--- src/rtl/core/sdspi_pkg.sv ---
`timescale 1ns / 1ps
package sdspi_pkg;

	localparam int CMD_W       = 6;
	localparam int ARG_W       = 32;
	localparam int BYTE_W      = 8;
	localparam int VAL_W       = 16;
	localparam int TMO_W       = 16;
	localparam int BLK_LEN_W   = 10;
	localparam int CFG_IDX_W   = 2;
	localparam int MAX_RES     = 6;
	localparam int RES_CNT_W   = 3;
	localparam int S_TDATA_W   = 48;
	localparam int MAX_BLOCK_BYTES_DEF = 512;

	localparam logic [TMO_W-1:0]     RESP_TMO_RST = 16'd8;
	localparam logic [TMO_W-1:0]     TOK_TMO_RST  = 16'd0;
	localparam logic [BLK_LEN_W-1:0] BLK_LEN_RST  = 10'd512;

	localparam logic [BYTE_W-1:0] BYTE_IDLE   = 8'hff;
	localparam logic [BYTE_W-1:0] BYTE_TOKEN  = 8'hfe;
	localparam logic [1:0]        CMD_START   = 2'b01;

	typedef enum logic [1:0] {
		OP_CMD  = 2'd0,
		OP_READ = 2'd1,
		OP_RX   = 2'd2
	} op_t;

	typedef enum logic [2:0] {
		K_TX      = 3'd0,
		K_R1      = 3'd1,
		K_DATA    = 3'd2,
		K_CRC     = 3'd3,
		K_TIMEOUT = 3'd4,
		K_BADTOK  = 3'd5
	} kind_t;

	typedef enum logic [CFG_IDX_W-1:0] {
		REG_RESP_TMO = 2'd0,
		REG_TOK_TMO  = 2'd1,
		REG_BLK_LEN  = 2'd2
	} reg_idx_t;

	typedef enum logic [5:0] {
		PH_IDLE   = 6'b000001,
		PH_RESP   = 6'b000010,
		PH_TOKEN  = 6'b000100,
		PH_DATA   = 6'b001000,
		PH_CRC_HI = 6'b010000,
		PH_CRC_LO = 6'b100000
	} phase_t;

	typedef struct packed {
		logic [TMO_W-1:0]     resp_tmo;
		logic [TMO_W-1:0]     tok_tmo;
		logic [BLK_LEN_W-1:0] blk_len;
	} cfg_t;

	typedef struct packed {
		logic [1:0]        op;
		logic [CMD_W-1:0]  cmd_index;
		logic [ARG_W-1:0]  argument;
		logic [BYTE_W-1:0] rx_byte;
	} req_t;

	typedef struct packed {
		kind_t            kind;
		logic [VAL_W-1:0] value;
		logic             last;
	} result_t;

	typedef struct packed {
		logic [RES_CNT_W-1:0]      count;
		result_t [MAX_RES-1:0]     item;
	} frame_t;

	// bit-serial crc7 over a 40 bit message, msb first, zero start
	function automatic logic [7:0] crc7_raw(input logic [39:0] msg);
		logic [7:0] c;
		logic       fb;
		c = '0;
		for (int i = 39; i >= 0; i--) begin
			fb = c[7] ^ msg[i];
			c  = {c[6:0], 1'b0};
			if (fb) c = c ^ 8'h12;
		end
		return c;
	endfunction

	// crc is linear: xor of the contribution of each set bit, each folded at elaboration
	function automatic logic [7:0] crc7_frame(input logic [39:0] msg);
		logic [7:0] c;
		c = '0;
		for (int i = 0; i < 40; i++) begin
			if (msg[i]) c = c ^ crc7_raw(40'(1) << i);
		end
		return c | 8'h01;
	endfunction

endpackage

--- src/rtl/core/sd_spi_command_engine_top.sv ---
`timescale 1ns / 1ps
// flow: a taken input beat is held in the input register; the state update then
// loads its results into the result buffer, from which result beats are offered
// throughput: one input beat per cycle while the result buffer is free; an
// issue-command beat fills it with six transmit beats that must drain first
// reset: arst_n clears phase, counters and valid flags and loads register defaults
module sd_spi_command_engine_top
	import sdspi_pkg::*;
#(
	parameter int MAX_BLOCK_BYTES = MAX_BLOCK_BYTES_DEF
) (
	input  logic                 clk,
	input  logic                 arst_n,
	input  logic                 s_tvalid,
	output logic                 s_tready,
	input  logic [S_TDATA_W-1:0] s_tdata,   // cmd_index, argument, rx_byte, zero pad
	input  logic [1:0]           s_tuser,   // operation
	output logic                 m_tvalid,
	input  logic                 m_tready,
	output logic [VAL_W-1:0]     m_tdata,   // value
	output logic [2:0]           m_tuser,   // kind
	output logic                 m_tlast,
	input  logic                 cfg_valid,
	output logic                 cfg_ready,
	input  logic [CFG_IDX_W-1:0] cfg_index,
	input  logic [TMO_W-1:0]     cfg_data
);

	cfg_t                 cfg_q;
	req_t                 req_s1;
	logic                 valid_s1;
	frame_t               frame_d;
	result_t [MAX_RES-1:0] buf_q;
	logic [RES_CNT_W-1:0] cnt_q;
	logic [RES_CNT_W-1:0] rd_idx_q;
	logic                 take, buf_free, process;

	assign cfg_ready = 1'b1;

	always_ff @(posedge clk or negedge arst_n) begin
		if (!arst_n) begin
			cfg_q.resp_tmo <= RESP_TMO_RST;
			cfg_q.tok_tmo  <= TOK_TMO_RST;
			cfg_q.blk_len  <= BLK_LEN_RST;
		end else if (cfg_valid) begin
			case (reg_idx_t'(cfg_index))
				REG_RESP_TMO: cfg_q.resp_tmo <= cfg_data;
				REG_TOK_TMO:  cfg_q.tok_tmo  <= cfg_data;
				REG_BLK_LEN:  cfg_q.blk_len  <= cfg_data[BLK_LEN_W-1:0];
				default: begin
				end
			endcase
		end
	end

	assign take     = m_tvalid && m_tready;
	assign buf_free = (cnt_q == '0) || (take && cnt_q == RES_CNT_W'(1));
	assign process  = valid_s1 && buf_free;
	assign s_tready = !valid_s1 || process;

	always_ff @(posedge clk or negedge arst_n) begin
		if (!arst_n) begin
			valid_s1 <= 1'b0;
		end else if (s_tvalid && s_tready) begin
			valid_s1 <= 1'b1;
		end else if (process) begin
			valid_s1 <= 1'b0;
		end
	end

	always_ff @(posedge clk) begin
		if (s_tvalid && s_tready) begin
			req_s1.op        <= s_tuser;
			req_s1.cmd_index <= s_tdata[CMD_W-1:0];
			req_s1.argument  <= s_tdata[CMD_W+ARG_W-1:CMD_W];
			req_s1.rx_byte   <= s_tdata[CMD_W+ARG_W+BYTE_W-1:CMD_W+ARG_W];
		end
	end

	sdspi_engine #(
		.MAX_BLOCK_BYTES(MAX_BLOCK_BYTES)
	) u_engine (
		.clk   (clk),
		.arst_n(arst_n),
		.en    (process),
		.req   (req_s1),
		.cfg   (cfg_q),
		.frame (frame_d)
	);

	// result buffer drains one beat per cycle while m_tready is high
	always_ff @(posedge clk or negedge arst_n) begin
		if (!arst_n) begin
			cnt_q    <= '0;
			rd_idx_q <= '0;
		end else if (process) begin
			cnt_q    <= frame_d.count;
			rd_idx_q <= '0;
		end else if (take) begin
			cnt_q    <= cnt_q - RES_CNT_W'(1);
			rd_idx_q <= rd_idx_q + RES_CNT_W'(1);
		end
	end

	always_ff @(posedge clk) begin
		if (process) buf_q <= frame_d.item;
	end

	assign m_tvalid = (cnt_q != '0);
	assign m_tdata  = buf_q[rd_idx_q].value;
	assign m_tuser  = buf_q[rd_idx_q].kind;
	assign m_tlast  = buf_q[rd_idx_q].last;

endmodule

--- src/rtl/core/sdspi_engine.sv ---
`timescale 1ns / 1ps
module sdspi_engine
	import sdspi_pkg::*;
#(
	parameter int MAX_BLOCK_BYTES = MAX_BLOCK_BYTES_DEF
) (
	input  logic   clk,
	input  logic   arst_n,
	input  logic   en,
	input  req_t   req,
	input  cfg_t   cfg,
	output frame_t frame
);

	localparam int ClogMax = $clog2(MAX_BLOCK_BYTES + 1);
	localparam int LenW    = (ClogMax > BLK_LEN_W) ? ClogMax : BLK_LEN_W;

	phase_t               phase_q, phase_d;
	logic [TMO_W-1:0]     wait_q, wait_d, wait_dec;
	logic [BLK_LEN_W-1:0] byte_cnt_q, byte_cnt_d, byte_inc;
	logic [BYTE_W-1:0]    crc_hi_q, crc_hi_d;
	logic [BLK_LEN_W-1:0] eff_len;
	logic [39:0]          msg;
	logic [7:0]           crc7;

	always_comb begin
		if (LenW'(cfg.blk_len) > LenW'(MAX_BLOCK_BYTES)) eff_len = BLK_LEN_W'(MAX_BLOCK_BYTES);
		else eff_len = cfg.blk_len;
	end

	assign msg      = {CMD_START, req.cmd_index, req.argument};
	assign crc7     = crc7_frame(msg);
	assign wait_dec = wait_q - TMO_W'(1);
	assign byte_inc = byte_cnt_q + BLK_LEN_W'(1);

	always_comb begin
		phase_d    = phase_q;
		wait_d     = wait_q;
		byte_cnt_d = byte_cnt_q;
		crc_hi_d   = crc_hi_q;
		frame      = '0;
		case (op_t'(req.op))
			OP_CMD: begin
				if (phase_q == PH_IDLE) begin
					for (int i = 0; i < MAX_RES; i++) begin
						frame.item[i].kind = K_TX;
						frame.item[i].last = 1'b0;
					end
					frame.item[0].value = {8'h00, msg[39:32]};
					frame.item[1].value = {8'h00, msg[31:24]};
					frame.item[2].value = {8'h00, msg[23:16]};
					frame.item[3].value = {8'h00, msg[15:8]};
					frame.item[4].value = {8'h00, msg[7:0]};
					frame.item[5].value = {8'h00, crc7};
					frame.count = RES_CNT_W'(MAX_RES);
					wait_d  = cfg.resp_tmo;
					phase_d = PH_RESP;
				end
			end
			OP_READ: begin
				if (phase_q == PH_IDLE) begin
					wait_d     = cfg.tok_tmo;
					byte_cnt_d = '0;
					phase_d    = PH_TOKEN;
				end
			end
			OP_RX: begin
				case (phase_q)
					PH_RESP: begin
						if (req.rx_byte != BYTE_IDLE) begin
							frame.item[0] = '{kind: K_R1, value: {8'h00, req.rx_byte}, last: 1'b1};
							frame.count   = RES_CNT_W'(1);
							phase_d       = PH_IDLE;
						end else begin
							wait_d = wait_dec;
							if (wait_dec == '0) begin
								frame.item[0] = '{kind: K_R1, value: {8'h00, BYTE_IDLE}, last: 1'b1};
								frame.count   = RES_CNT_W'(1);
								phase_d       = PH_IDLE;
							end
						end
					end
					PH_TOKEN: begin
						if (req.rx_byte == BYTE_IDLE) begin
							// zero timeout waits for ever
							if (wait_q != '0) begin
								wait_d = wait_dec;
								if (wait_dec == '0) begin
									frame.item[0] = '{kind: K_TIMEOUT, value: '0, last: 1'b1};
									frame.count   = RES_CNT_W'(1);
									phase_d       = PH_IDLE;
								end
							end
						end else if (req.rx_byte == BYTE_TOKEN) begin
							byte_cnt_d = '0;
							phase_d    = (eff_len == '0) ? PH_CRC_HI : PH_DATA;
						end else begin
							frame.item[0] = '{kind: K_BADTOK, value: {8'h00, req.rx_byte}, last: 1'b1};
							frame.count   = RES_CNT_W'(1);
							phase_d       = PH_IDLE;
						end
					end
					PH_DATA: begin
						// length may have shrunk below the count already passed
						if (byte_cnt_q >= eff_len) begin
							crc_hi_d = req.rx_byte;
							phase_d  = PH_CRC_LO;
						end else begin
							frame.item[0] = '{kind: K_DATA, value: {8'h00, req.rx_byte}, last: 1'b0};
							frame.count   = RES_CNT_W'(1);
							byte_cnt_d    = byte_inc;
							if (byte_inc >= eff_len) phase_d = PH_CRC_HI;
						end
					end
					PH_CRC_HI: begin
						crc_hi_d = req.rx_byte;
						phase_d  = PH_CRC_LO;
					end
					PH_CRC_LO: begin
						frame.item[0] = '{kind: K_CRC, value: {crc_hi_q, req.rx_byte}, last: 1'b1};
						frame.count   = RES_CNT_W'(1);
						phase_d       = PH_IDLE;
					end
					default: begin
					end
				endcase
			end
			default: begin
			end
		endcase
	end

	always_ff @(posedge clk or negedge arst_n) begin
		if (!arst_n) begin
			phase_q    <= PH_IDLE;
			wait_q     <= '0;
			byte_cnt_q <= '0;
			crc_hi_q   <= '0;
		end else if (en) begin
			phase_q    <= phase_d;
			wait_q     <= wait_d;
			byte_cnt_q <= byte_cnt_d;
			crc_hi_q   <= crc_hi_d;
		end
	end

endmodule
--- config.mk ---
export PLATFORM = sky130hd
export DESIGN_NAME = sd_spi_command_engine_top
export DESIGN_NICKNAME = d
export VERILOG_FILES = /design/src/rtl/core/sdspi_pkg.sv /design/src/rtl/core/sd_spi_command_engine_top.sv /design/src/rtl/core/sdspi_engine.sv
export SDC_FILE = /design/constraint.sdc
export NUM_CORES = 1
export LEC_CHECK = 0
export BUFFER_PORTS_ARGS = -buffer_cell sky130_fd_sc_hd__buf_2
export CORE_MARGIN = 1
export CORE_UTILIZATION = 40
export DETAILED_ROUTE_END_ITERATION = 10
export PLACE_DENSITY = 0.64
export SLEW_MARGIN = 10
export SYNTH_ARGS = -nofsm -noshare
export SYNTH_HDL_FRONTEND = slang
export SYNTH_SLANG_ARGS = --single-unit
export TNS_END_PERCENT = 10
--- constraint.sdc ---
create_clock -name clk -period 5.7 [get_ports clk]
set_clock_uncertainty 0.05 [all_clocks]
set_input_delay 1.14 -clock clk [delete_from_list [all_inputs] [get_ports clk]]
set_output_delay 1.14 -clock clk [all_outputs]
set_load 0.1 [all_outputs]
==> results.json, run 1 <==
{
  "pwr-share-comb_pct": 44.5,
  "die_x_um": 164,
  "num_vias": 6983,
  "preCtsSetupSlack_ns": 1.78,
  "worstReg2RegStart": "cfg_q[9]",
  "gp_congestion": 0.839,
  "maxCapViolCount": 0,
  "final_design_area_no_fill_um2": 11800,
  "numCtsBuffers": 17,
  "synth_warnings": 0,
  "endpoint_kind": "output pin",
  "drc": 0,
  "setup_viol": 0,
  "syn_to_final_growth_pct": 12.4,
  "overflow": 0,
  "worstPathMaxFanout": 13,
  "htreeDepth": 4,
  "switchingPower_w": 0.00279,
  "fill_cells": 2360,
  "wl_per_cell_um": 18.7,
  "status": "finished clean",
  "power_density_nw_per_um2": 540,
  "holdWs_ns": 0.458,
  "rrSetupSlack_ns": 2.12,
  "synth_cell_types": 81,
  "drtPass1Iterations": 4,
  "synth_ff_type": "edfxtp_1",
  "antenna_cells": 0,
  "viasPerCell": 5.48,
  "internal-power_w": 0.00356,
  "grtUsageMet1_pct": 27.5,
  "tns_ns": 0,
  "placed_area_um2": 11200,
  "antenna_found_initial": 0,
  "cts-root-buf": "clkbuf_16",
  "worst_pin_slew_ns": 0.944,
  "hold_violations": 0,
  "grt_pass1_vias": 6684,
  "worstSetupPathType": "reg2out",
  "gr-usage-met2_pct": 27.7,
  "min_path_cells": 1,
  "clock-sinks": 197,
  "clk_latency_ns": 0.44,
  "maxSlewHeadroom_pct": 36.6,
  "drive_gt1_share_pct": 24.4,
  "rsz0062_at_grt": "no",
  "die_area_um2": 26800,
  "numPortBuffers": 92,
  "reg2reg_to": "u_engine.byte_cnt_q[3]",
  "drt_iter0_markers": 550,
  "hold_buffers": 0,
  "swShare_pct": 43.9,
  "post_cts_resized": 0,
  "post-cts-setup-buffers": 0,
  "min_from": "u_engine.crc_hi_q[1]",
  "synth_edf_count": 108,
  "finalWirelength_um": 23800,
  "post-route-period-util_pct": 63.3,
  "slew_violations": 0,
  "cp-start-kind": "flip-flop",
  "pin_count": 96,
  "clk_path_buf_depth": 2,
  "chipHeight_um": 164,
  "required_ns": 4.51,
  "cts_tree": "done",
  "finalNetCount": 1035,
  "holdPathEnd": "u_engine.crc_hi_q[1]",
  "track_usage_pct": 18.5,
  "dp.final_hpwl_um": 16800,
  "seq_power_share_pct": 36.6,
  "worst_slack_ns": 2.09,
  "syn_avg_cell_area_um2": 12.2,
  "synth_fp_nets": 959,
  "reg2reg_depth": 8,
  "vdd.ir_drop.worst_uv": 494,
  "arrival_ns": 2.42,
  "grt_pass1_wl_um": 37700,
  "initial_core_util_pct": 41.2,
  "postSynthCellCount": 855,
  "grt_busiest_layer": "met2",
  "async_reset_ff_share_pct": 45.2,
  "core-area_um2": 25400,
  "min_path_type": "reg2reg",
  "max_freq_ghz": 0.277,
  "postRouteAntennaNets": 0,
  "finalPower_w": 0.00635,
  "ys_seq_elements": 197,
  "netlist_area_um2": 10500,
  "num_rows": 58,
  "seq_area_frac_synth_pct": 52.3,
  "pwr-share-clk_pct": 18.8,
  "period_needed_ns": 3.61,
  "grt_max_degree": 71,
  "p_leak_nw": 4.61,
  "use_met3_pct": 3.48,
  "clk_pin_slew_ns": 0.07
}
-- metrics by stage --
step | util (%) | cells
after floorplan | - | 855
after global placement | 44.0 | 1242
after detailed placement | 44.0 | 1242
after CTS | 46.3 | 1274
after global routing | 46.3 | 1274
final | 46.3 | 1274
-- worst max path at each step --
stage | startpoint | endpoint | slack [ns] | cells after the start
after floorplan | m_tready | req_s1[0] | 0.45 | 3
after global placement | m_tready | u_engine.byte_cnt_q[9] | 1.84 | 7
after detailed placement | m_tready | u_engine.byte_cnt_q[3] | 1.78 | 7
after CTS | rd_idx_q[1] | m_tdata[8] | 2.02 | 3
after global routing | cfg_q[9] | u_engine.byte_cnt_q[3] | 1.76 | 8
final | rd_idx_q[0] | m_tdata[1] | 2.09 | 5
-- synthesized netlist by cell type, drive strengths merged, types with 7 or more instances --
| cell type | count | area (um^2) |
|---|---|---|
| and2 | 51 | 320 |
| mux2 | 60 | 676 |
| nor3b | 8 | 65.1 |
| xor2 | 20 | 175 |
| dfrtp | 86 | 2150 |
| nor2b | 7 | 43.8 |
| a31oi | 11 | 68.8 |
| o21ai | 30 | 161 |
| a221oi | 7 | 61.3 |
| and3 | 14 | 87.6 |
| a21oi | 20 | 100 |
| nand2 | 31 | 119 |
| mux2i | 15 | 150 |
| inv | 22 | 82.6 |
| o22ai | 9 | 56.3 |
| ha | 31 | 388 |
| nand3 | 17 | 85.1 |
| or4 | 7 | 68.8 |
| edfxtp | 108 | 3240 |
| xnor2 | 75 | 657 |
| a22oi | 7 | 52.6 |
| mux4 | 8 | 180 |
| clkbuf | 32 | 154 |
| o2bb2ai | 11 | 96.3 |
| nor2 | 39 | 146 |
| nor3 | 17 | 90.1 |
| nor4 | 13 | 111 |
| buf | 11 | 76.3 |
-- layout by cell type (no fill, tap or decap), drive strengths merged, types with 7 or more instances in the layout --
cell,n
nand3,17
o2bb2ai,11
o21ai,30
mux2,60
nor2,39
nor3b,8
nor4,13
buf,101
or4,7
mux2i,15
a21oi,20
and2,51
clkbuf,18
a221oi,7
mux4,8
nand2,31
xor2,20
xnor2,75
nor3,17
ha,31
a31oi,11
edfxtp,108
inv,32
and3,14
o22ai,9
dfrtp,86
nor2b,7
a22oi,7
-- worst max-delay path, cell delays in order (launching register included) --
cell	delay, ns
dfrtp_1	0.54
buf_4	0.35
mux4_2	0.59
inv_1	0.09
o22ai_1	0.09
buf_2	0.32
-- metal layers --
| metal | share of wire (%) | up-vias | wire length, um |
|---|---|---|---|
| met1 | 48 | 3449 | 11500 |
| met5 | 0 | - | 0 |
| met3 | 5.2 | 16 | 1240 |
| met2 | 46 | 182 | 10800 |
| met4 | 0.92 | 0 | 218 |
| li1 | - | 3336 | - |
-- flip-flops by register name, summed over array words and instances, names as in the netlist --
signal,cells
req_s1,48
buf_q,60
u_engine.crc_hi_q,8
valid_s1,1
cnt_q,3
u_engine.phase_q,6
cfg_q,42
u_engine.byte_cnt_q,10
rd_idx_q,3
u_engine.wait_q,16
-- area by class of cell --
type                       count  area [um^2]  area share (%)
multi-input combinational    591         4680            39.8
timing repair buffer         101          531            4.51
sequential                   197         5470            46.5
inverter                      23         86.3           0.734
tap                          330          413            3.51
clock inverter                14          130            1.11
clock buffer                  18          450            3.83
-- cell families (layout without fill, tap and decap cells) --
family | Yosys count | in the layout | synth area share, %
buffers and inverters | 67 | 156 | 3.13
DFF | 197 | 197 | 52.3
muxes | 83 | 83 | 9.61
other | 1 | 1 | 0.0358
xor gates and xnor gates | 95 | 95 | 7.95
adders and majority gates | 31 | 31 | 3.71
and+or+nand+nor | 230 | 230 | 12.7
AOI/OAI and AO/OA | 151 | 151 | 10.5
-- power by group through the flow --
| stage | clock [W] | sequential [W] | combinational [W] |
|---|---|---|---|
| 2_1_floorplan | 0 | 0.00220 | 0.00243 |
| 3_3_place_gp | 0 | 0.00234 | 0.00280 |
| 3_5_place_dp | 0 | 0.00235 | 0.00283 |
| 4_1_cts | 0.00122 | 0.00232 | 0.00284 |
| 5_1_grt | 0.00128 | 0.00238 | 0.00303 |
| 6_report | 0.00119 | 0.00233 | 0.00283 |
Note: power is estimated with default switching activity, not from simulation.
==> inputs of run 2 (changes only) <==
--- a/config.mk
+++ b/config.mk
@@ -9,7 +9,7 @@
 export CORE_MARGIN = 1
 export CORE_UTILIZATION = 40
 export DETAILED_ROUTE_END_ITERATION = 10
-export PLACE_DENSITY = 0.64
+export PLACE_DENSITY = 0.67
 export SLEW_MARGIN = 10
 export SYNTH_ARGS = -nofsm -noshare
 export SYNTH_HDL_FRONTEND = slang
==> constraint.sdc (replaced) <==
create_clock -name clk -period 3.02 [get_ports clk]
set_clock_uncertainty 0.05 [all_clocks]
set_input_delay 0.604 -clock clk [delete_from_list [all_inputs] [get_ports clk]]
set_output_delay 0.604 -clock clk [all_outputs]
set_load 0.1 [all_outputs]
==> results.json, run 2 (synthesis results as in run 1) <==
{
  "placed_area_um2": 11700,
  "cts_tree": "done",
  "required_ns": 3.27,
  "power_density_nw_per_um2": 1020,
  "drc": 0,
  "num_vias": 7214,
  "clock-sinks": 197,
  "layout.cells.most_common_list": "edfxtp_1 (108), dfrtp_1 (85), buf_2 (79)",
  "reg.largest.list": "buf_q x60, req_s1 x48, cfg_q x42",
  "rsz0062_at_grt": "no",
  "holdWs_ns": 0.0713,
  "post-cts-setup-buffers": 0,
  "finalWirelength_um": 24400,
  "finalNetCount": 1079,
  "finalPower_w": 0.0126,
  "worst_slack_ns": 0.103,
  "preCtsSetupSlack_ns": 0.0470,
  "slew_violations": 0,
  "initial_core_util_pct": 41.2,
  "drt_iter0_markers": 578,
  "worst_pin_slew_ns": 0.607,
  "clk_path_buf_depth": 2,
  "hold_buffers": 0,
  "post-route-period-util_pct": 96.6,
  "p_leak_nw": 4.92,
  "syn_to_final_growth_pct": 18.3,
  "largest_register": "buf_q",
  "mostFrequentLayoutCell": "edfxtp_1",
  "postLayoutCoreUtil_pct": 48.7,
  "maxSlewHeadroom_pct": 59.5,
  "cp-start-kind": "flip-flop",
  "worstSetupPathType": "reg2reg",
  "min_path_type": "in2async",
  "max_freq_ghz": 0.343,
  "largest_reg_flops": 60,
  "dp.final_hpwl_um": 17800,
  "overflow": 0,
  "grt_max_degree": 61,
  "cts-root-buf": "clkbuf_16",
  "drtPass1Iterations": 5,
  "numCtsBuffers": 17,
  "antenna_found_initial": 2,
  "final_design_area_no_fill_um2": 12400,
  "viasPerCell": 5.47,
  "pin_count": 96,
  "wl_per_cell_um": 18.5,
  "endpoint_kind": "flip-flop",
  "postRouteAntennaNets": 0,
  "worstPathMaxFanout": 5,
  "arrival_ns": 3.17,
  "status": "finished clean",
  "hold_violations": 0,
  "crit_start": "cfg_q[9]",
  "maxCapViolCount": 0,
  "gp_congestion": 0.898,
  "htreeDepth": 4,
  "die_x_um": 164,
  "die_area_um2": 26800,
  "grt_pass1_wl_um": 38800,
  "drive_gt1_share_pct": 28.3,
  "vdd.ir_drop.worst_uv": 1060,
  "grt_pass1_vias": 7095,
  "period_needed_ns": 2.92,
  "setup_viol": 0,
  "track_usage_pct": 19.0,
  "core-area_um2": 25400,
  "numPortBuffers": 92,
  "chipHeight_um": 164,
  "worstReg2RegStart": "cfg_q[9]",
  "clk_latency_ns": 0.45,
  "clk_pin_slew_ns": 0.08,
  "num_rows": 58
}
-- run 2: changes by cell type in the layout (fill, tap and decap cells not counted), sizes merged --
cell      before  now
inv           32   31
clkinv         4    5
buf          101  145
bufinv         0    1
diode          0    2
clkinvlp       1    0
-- run 2: worst max-delay path: stages (launching register included) --
cell       delay, ns
dfstp_2         0.57
nor2b_1         0.07
ha_1            0.28
nand2b_1        0.16
a2111oi_2       0.41
o21a_1          0.24
o211ai_1        0.15
buf_4           0.20
a2111oi_0       0.49
mux2i_1         0.14
-- run 2: where the power goes --
part           switching [W]  internal [W]  total, W
Sequential          0.000562       0.00377   0.00433
Combinational        0.00371       0.00228   0.00599
Clock                0.00110       0.00119   0.00229
-- run 2: final timing paths --
kind                       slack, ns  cells after the start                      to
setup / recovery                0.10                      9  u_engine.byte_cnt_q[2]
hold / removal                  0.07                      1               cfg_q[28]
setup reg to reg                0.10                      9  u_engine.byte_cnt_q[2]
hold reg to reg                 0.46                      1    u_engine.crc_hi_q[2]
max in group asynchronous       2.09                      2               cfg_q[29]
min in group clk                0.28                      1              req_s1[36]
-- run 2: layer usage --
layer	part of all wire, %	track usage (%)
met1	47	27.1
met2	46	29.3
met3	5.3	3.31
met4	1.6	5.85
met5	0	0
-- run 2: stage by stage --
step | instances | setup TNS (ns)
after CTS | 1318 | 0
after global routing | 1319 | 0
final | 1320 | 0
after global placement | 1286 | 0
after detailed placement | 1286 | 0
after floorplan | 855 | -4.32
-- run 2: area by class of cell --
cell class,instances,area [um^2]
antenna,2,5.00
clock buffer,18,450
clock inverter,14,144
fill,2286,13000
inverter,23,86.3
multi-input combinational,591,4710
sequential,197,5480
tap,330,413
timing repair buffer,145,1090
-- run 2: timing repair --
action | in CTS | in global routing
endpoints found under the hold margin | 0 | 0
endpoints found under the setup margin | 0 | 34
resized for setup | 0 | 11
==> inputs of run 3 (changes only) <==
--- a/config.mk
+++ b/config.mk
@@ -7,9 +7,9 @@
 export LEC_CHECK = 0
 export BUFFER_PORTS_ARGS = -buffer_cell sky130_fd_sc_hd__buf_2
 export CORE_MARGIN = 1
-export CORE_UTILIZATION = 40
+export CORE_UTILIZATION = 45
 export DETAILED_ROUTE_END_ITERATION = 10
-export PLACE_DENSITY = 0.67
+export PLACE_DENSITY = 0.73
 export SLEW_MARGIN = 10
 export SYNTH_ARGS = -nofsm -noshare
 export SYNTH_HDL_FRONTEND = slang
==> results.json, run 3 (synthesis results as in run 1) <==
{
  "min_path_type": "in2async",
  "worstPathMaxFanout": 8,
  "chipHeight_um": 154,
  "grt_max_degree": 46,
  "layout.cells.most_common_list": "edfxtp_1 (108), dfrtp_1 (85), buf_2 (79)",
  "rrSetupSlack_ns": 0.14,
  "largest_register": "buf_q",
  "grt_pass1_vias": 7285,
  "seqCellArea_um2": 5480,
  "cp-endpoint": "u_engine.phase_q[2]",
  "pin_count": 96,
  "worstReg2RegStart": "cfg_q[9]",
  "placed_area_um2": 11700,
  "crit_family": "compound AO/OA/AOI/OAI gates",
  "multiInputGateArea_um2": 4720,
  "viasPerCell": 5.68,
  "hold_violations": 0,
  "endpoint_kind": "flip-flop",
  "drc": 0,
  "dp.final_hpwl_um": 17700,
  "cp_slowest_stage_delay_ns": 0.56,
  "htreeDepth": 4,
  "initial_core_util_pct": 46.1,
  "reg2reg_depth": 11,
  "fill_cells": 1887,
  "period_needed_ns": 2.88,
  "setup_viol": 0,
  "finalWirelength_um": 24500,
  "grt_pass1_wl_um": 39100,
  "drt_iter0_markers": 601,
  "p_leak_nw": 4.95,
  "clk_latency_ns": 0.45,
  "postLayoutCoreUtil_pct": 54.6,
  "post-route-period-util_pct": 95.5,
  "num_rows": 55,
  "dp.cells": 1239,
  "die_x_um": 154,
  "crit_slowest_cell": "dfstp_2",
  "finalNetCount": 1082,
  "numCtsBuffers": 17,
  "worst_pin_slew_ns": 0.588,
  "final_design_area_no_fill_um2": 12400,
  "reg2reg_to": "u_engine.phase_q[2]",
  "gp_congestion": 0.913,
  "num_vias": 7244,
  "slew_violations": 0,
  "cts_tree": "done",
  "power_density_nw_per_um2": 1040,
  "core-area_um2": 22700,
  "critical_path_depth": 11,
  "required_ns": 3.30,
  "cp-start-kind": "flip-flop",
  "postRouteAntennaNets": 0,
  "wl_per_cell_um": 19.2,
  "layoutNonFillerInstCount": 1276,
  "syn_to_final_growth_pct": 18.5,
  "reg.largest.list": "buf_q x60, req_s1 x48, cfg_q x42",
  "worstSetupPathType": "reg2reg",
  "antenna_cells": 0,
  "clock-sinks": 197,
  "crit_start": "cfg_q[9]",
  "antenna_found_initial": 0,
  "rsz0062_at_grt": "yes",
  "status": "finished clean",
  "vdd.ir_drop.worst_uv": 550,
  "drive_gt1_share_pct": 28.6,
  "maxSlewHeadroom_pct": 60.8,
  "maxCapViolCount": 0,
  "largest_reg_flops": 60,
  "drtPass1Iterations": 6,
  "max_freq_ghz": 0.347,
  "cts-root-buf": "clkbuf_16",
  "mostFrequentLayoutCell": "edfxtp_1",
  "cp_num_buf_inv": 3,
  "arrival_ns": 3.16,
  "die_area_um2": 23900,
  "clk_pin_slew_ns": 0.08,
  "numPortBuffers": 92,
  "worstPathCellList": "clkinv_1, buf_4, nand2_1, ha_1, o21a_1, o2111ai_1, o21a_4, buf_4, o2111ai_1, or2b_4, a221o_1",
  "track_usage_pct": 21.3,
  "overflow": 0,
  "clk_path_buf_depth": 2
}
-- run 3: layout make-up --
class | instances | area share [%]
Clock buffer | 20 | 3.86
Clock inverter | 12 | 1.46
Tap cell | 285 | 2.88
Multi-Input combinational cell | 591 | 38.1
Sequential cell | 197 | 44.1
Inverter | 23 | 0.696
Timing Repair Buffer | 148 | 8.88
-- run 3: worst min path at each step --
stage	from	endpoint	slack, ns	cells after the start
final	arst_n	cfg_q[13]	0.10	1
after floorplan	arst_n	cfg_q[0]	0.26	0
after global routing	arst_n	cfg_q[13]	0.14	1
after detailed placement	u_engine.crc_hi_q[7]	u_engine.crc_hi_q[7]	0.44	1
after global placement	u_engine.crc_hi_q[4]	u_engine.crc_hi_q[4]	0.43	1
after CTS	arst_n	cfg_q[10]	0.11	1
-- run 3: layer usage --
layer / up-vias / share of wire [%] / GRT usage (%)
li1: 3430 / - / -
met1: 3566 / 46 / 29.5
met2: 219 / 47 / 34.1
met3: 29 / 5.6 / 3.89
met4: 0 / 1.5 / 6.46
met5: - / 0 / 0
-- run 3: per-stage QoR --
stage                     setup WS, ns  hold slack, ns  TNS (ns)  power, W
after floorplan                 -0.540           0.258     -4.32   0.00873
after global placement          0.0955           0.432         0    0.0102
after detailed placement        0.0348           0.438         0    0.0104
after CTS                       0.0242           0.112         0    0.0129
after global routing           -0.0257           0.144   -0.0326    0.0136
final                            0.136           0.104         0    0.0129
-- run 3: what timing repair did --
action	4_1_cts	5_1_grt
setup endpoints to repair	0	41
hold buffers	0	0
setup buffers	0	5
resized for setup	0	11
-- run 3: power breakdown --
part | switching (W) | internal (W)
combinational | 0.00375 | 0.00229
clock | 0.00108 | 0.00144
sequential | 0.000582 | 0.00377
total | 0.00541 | 0.00750
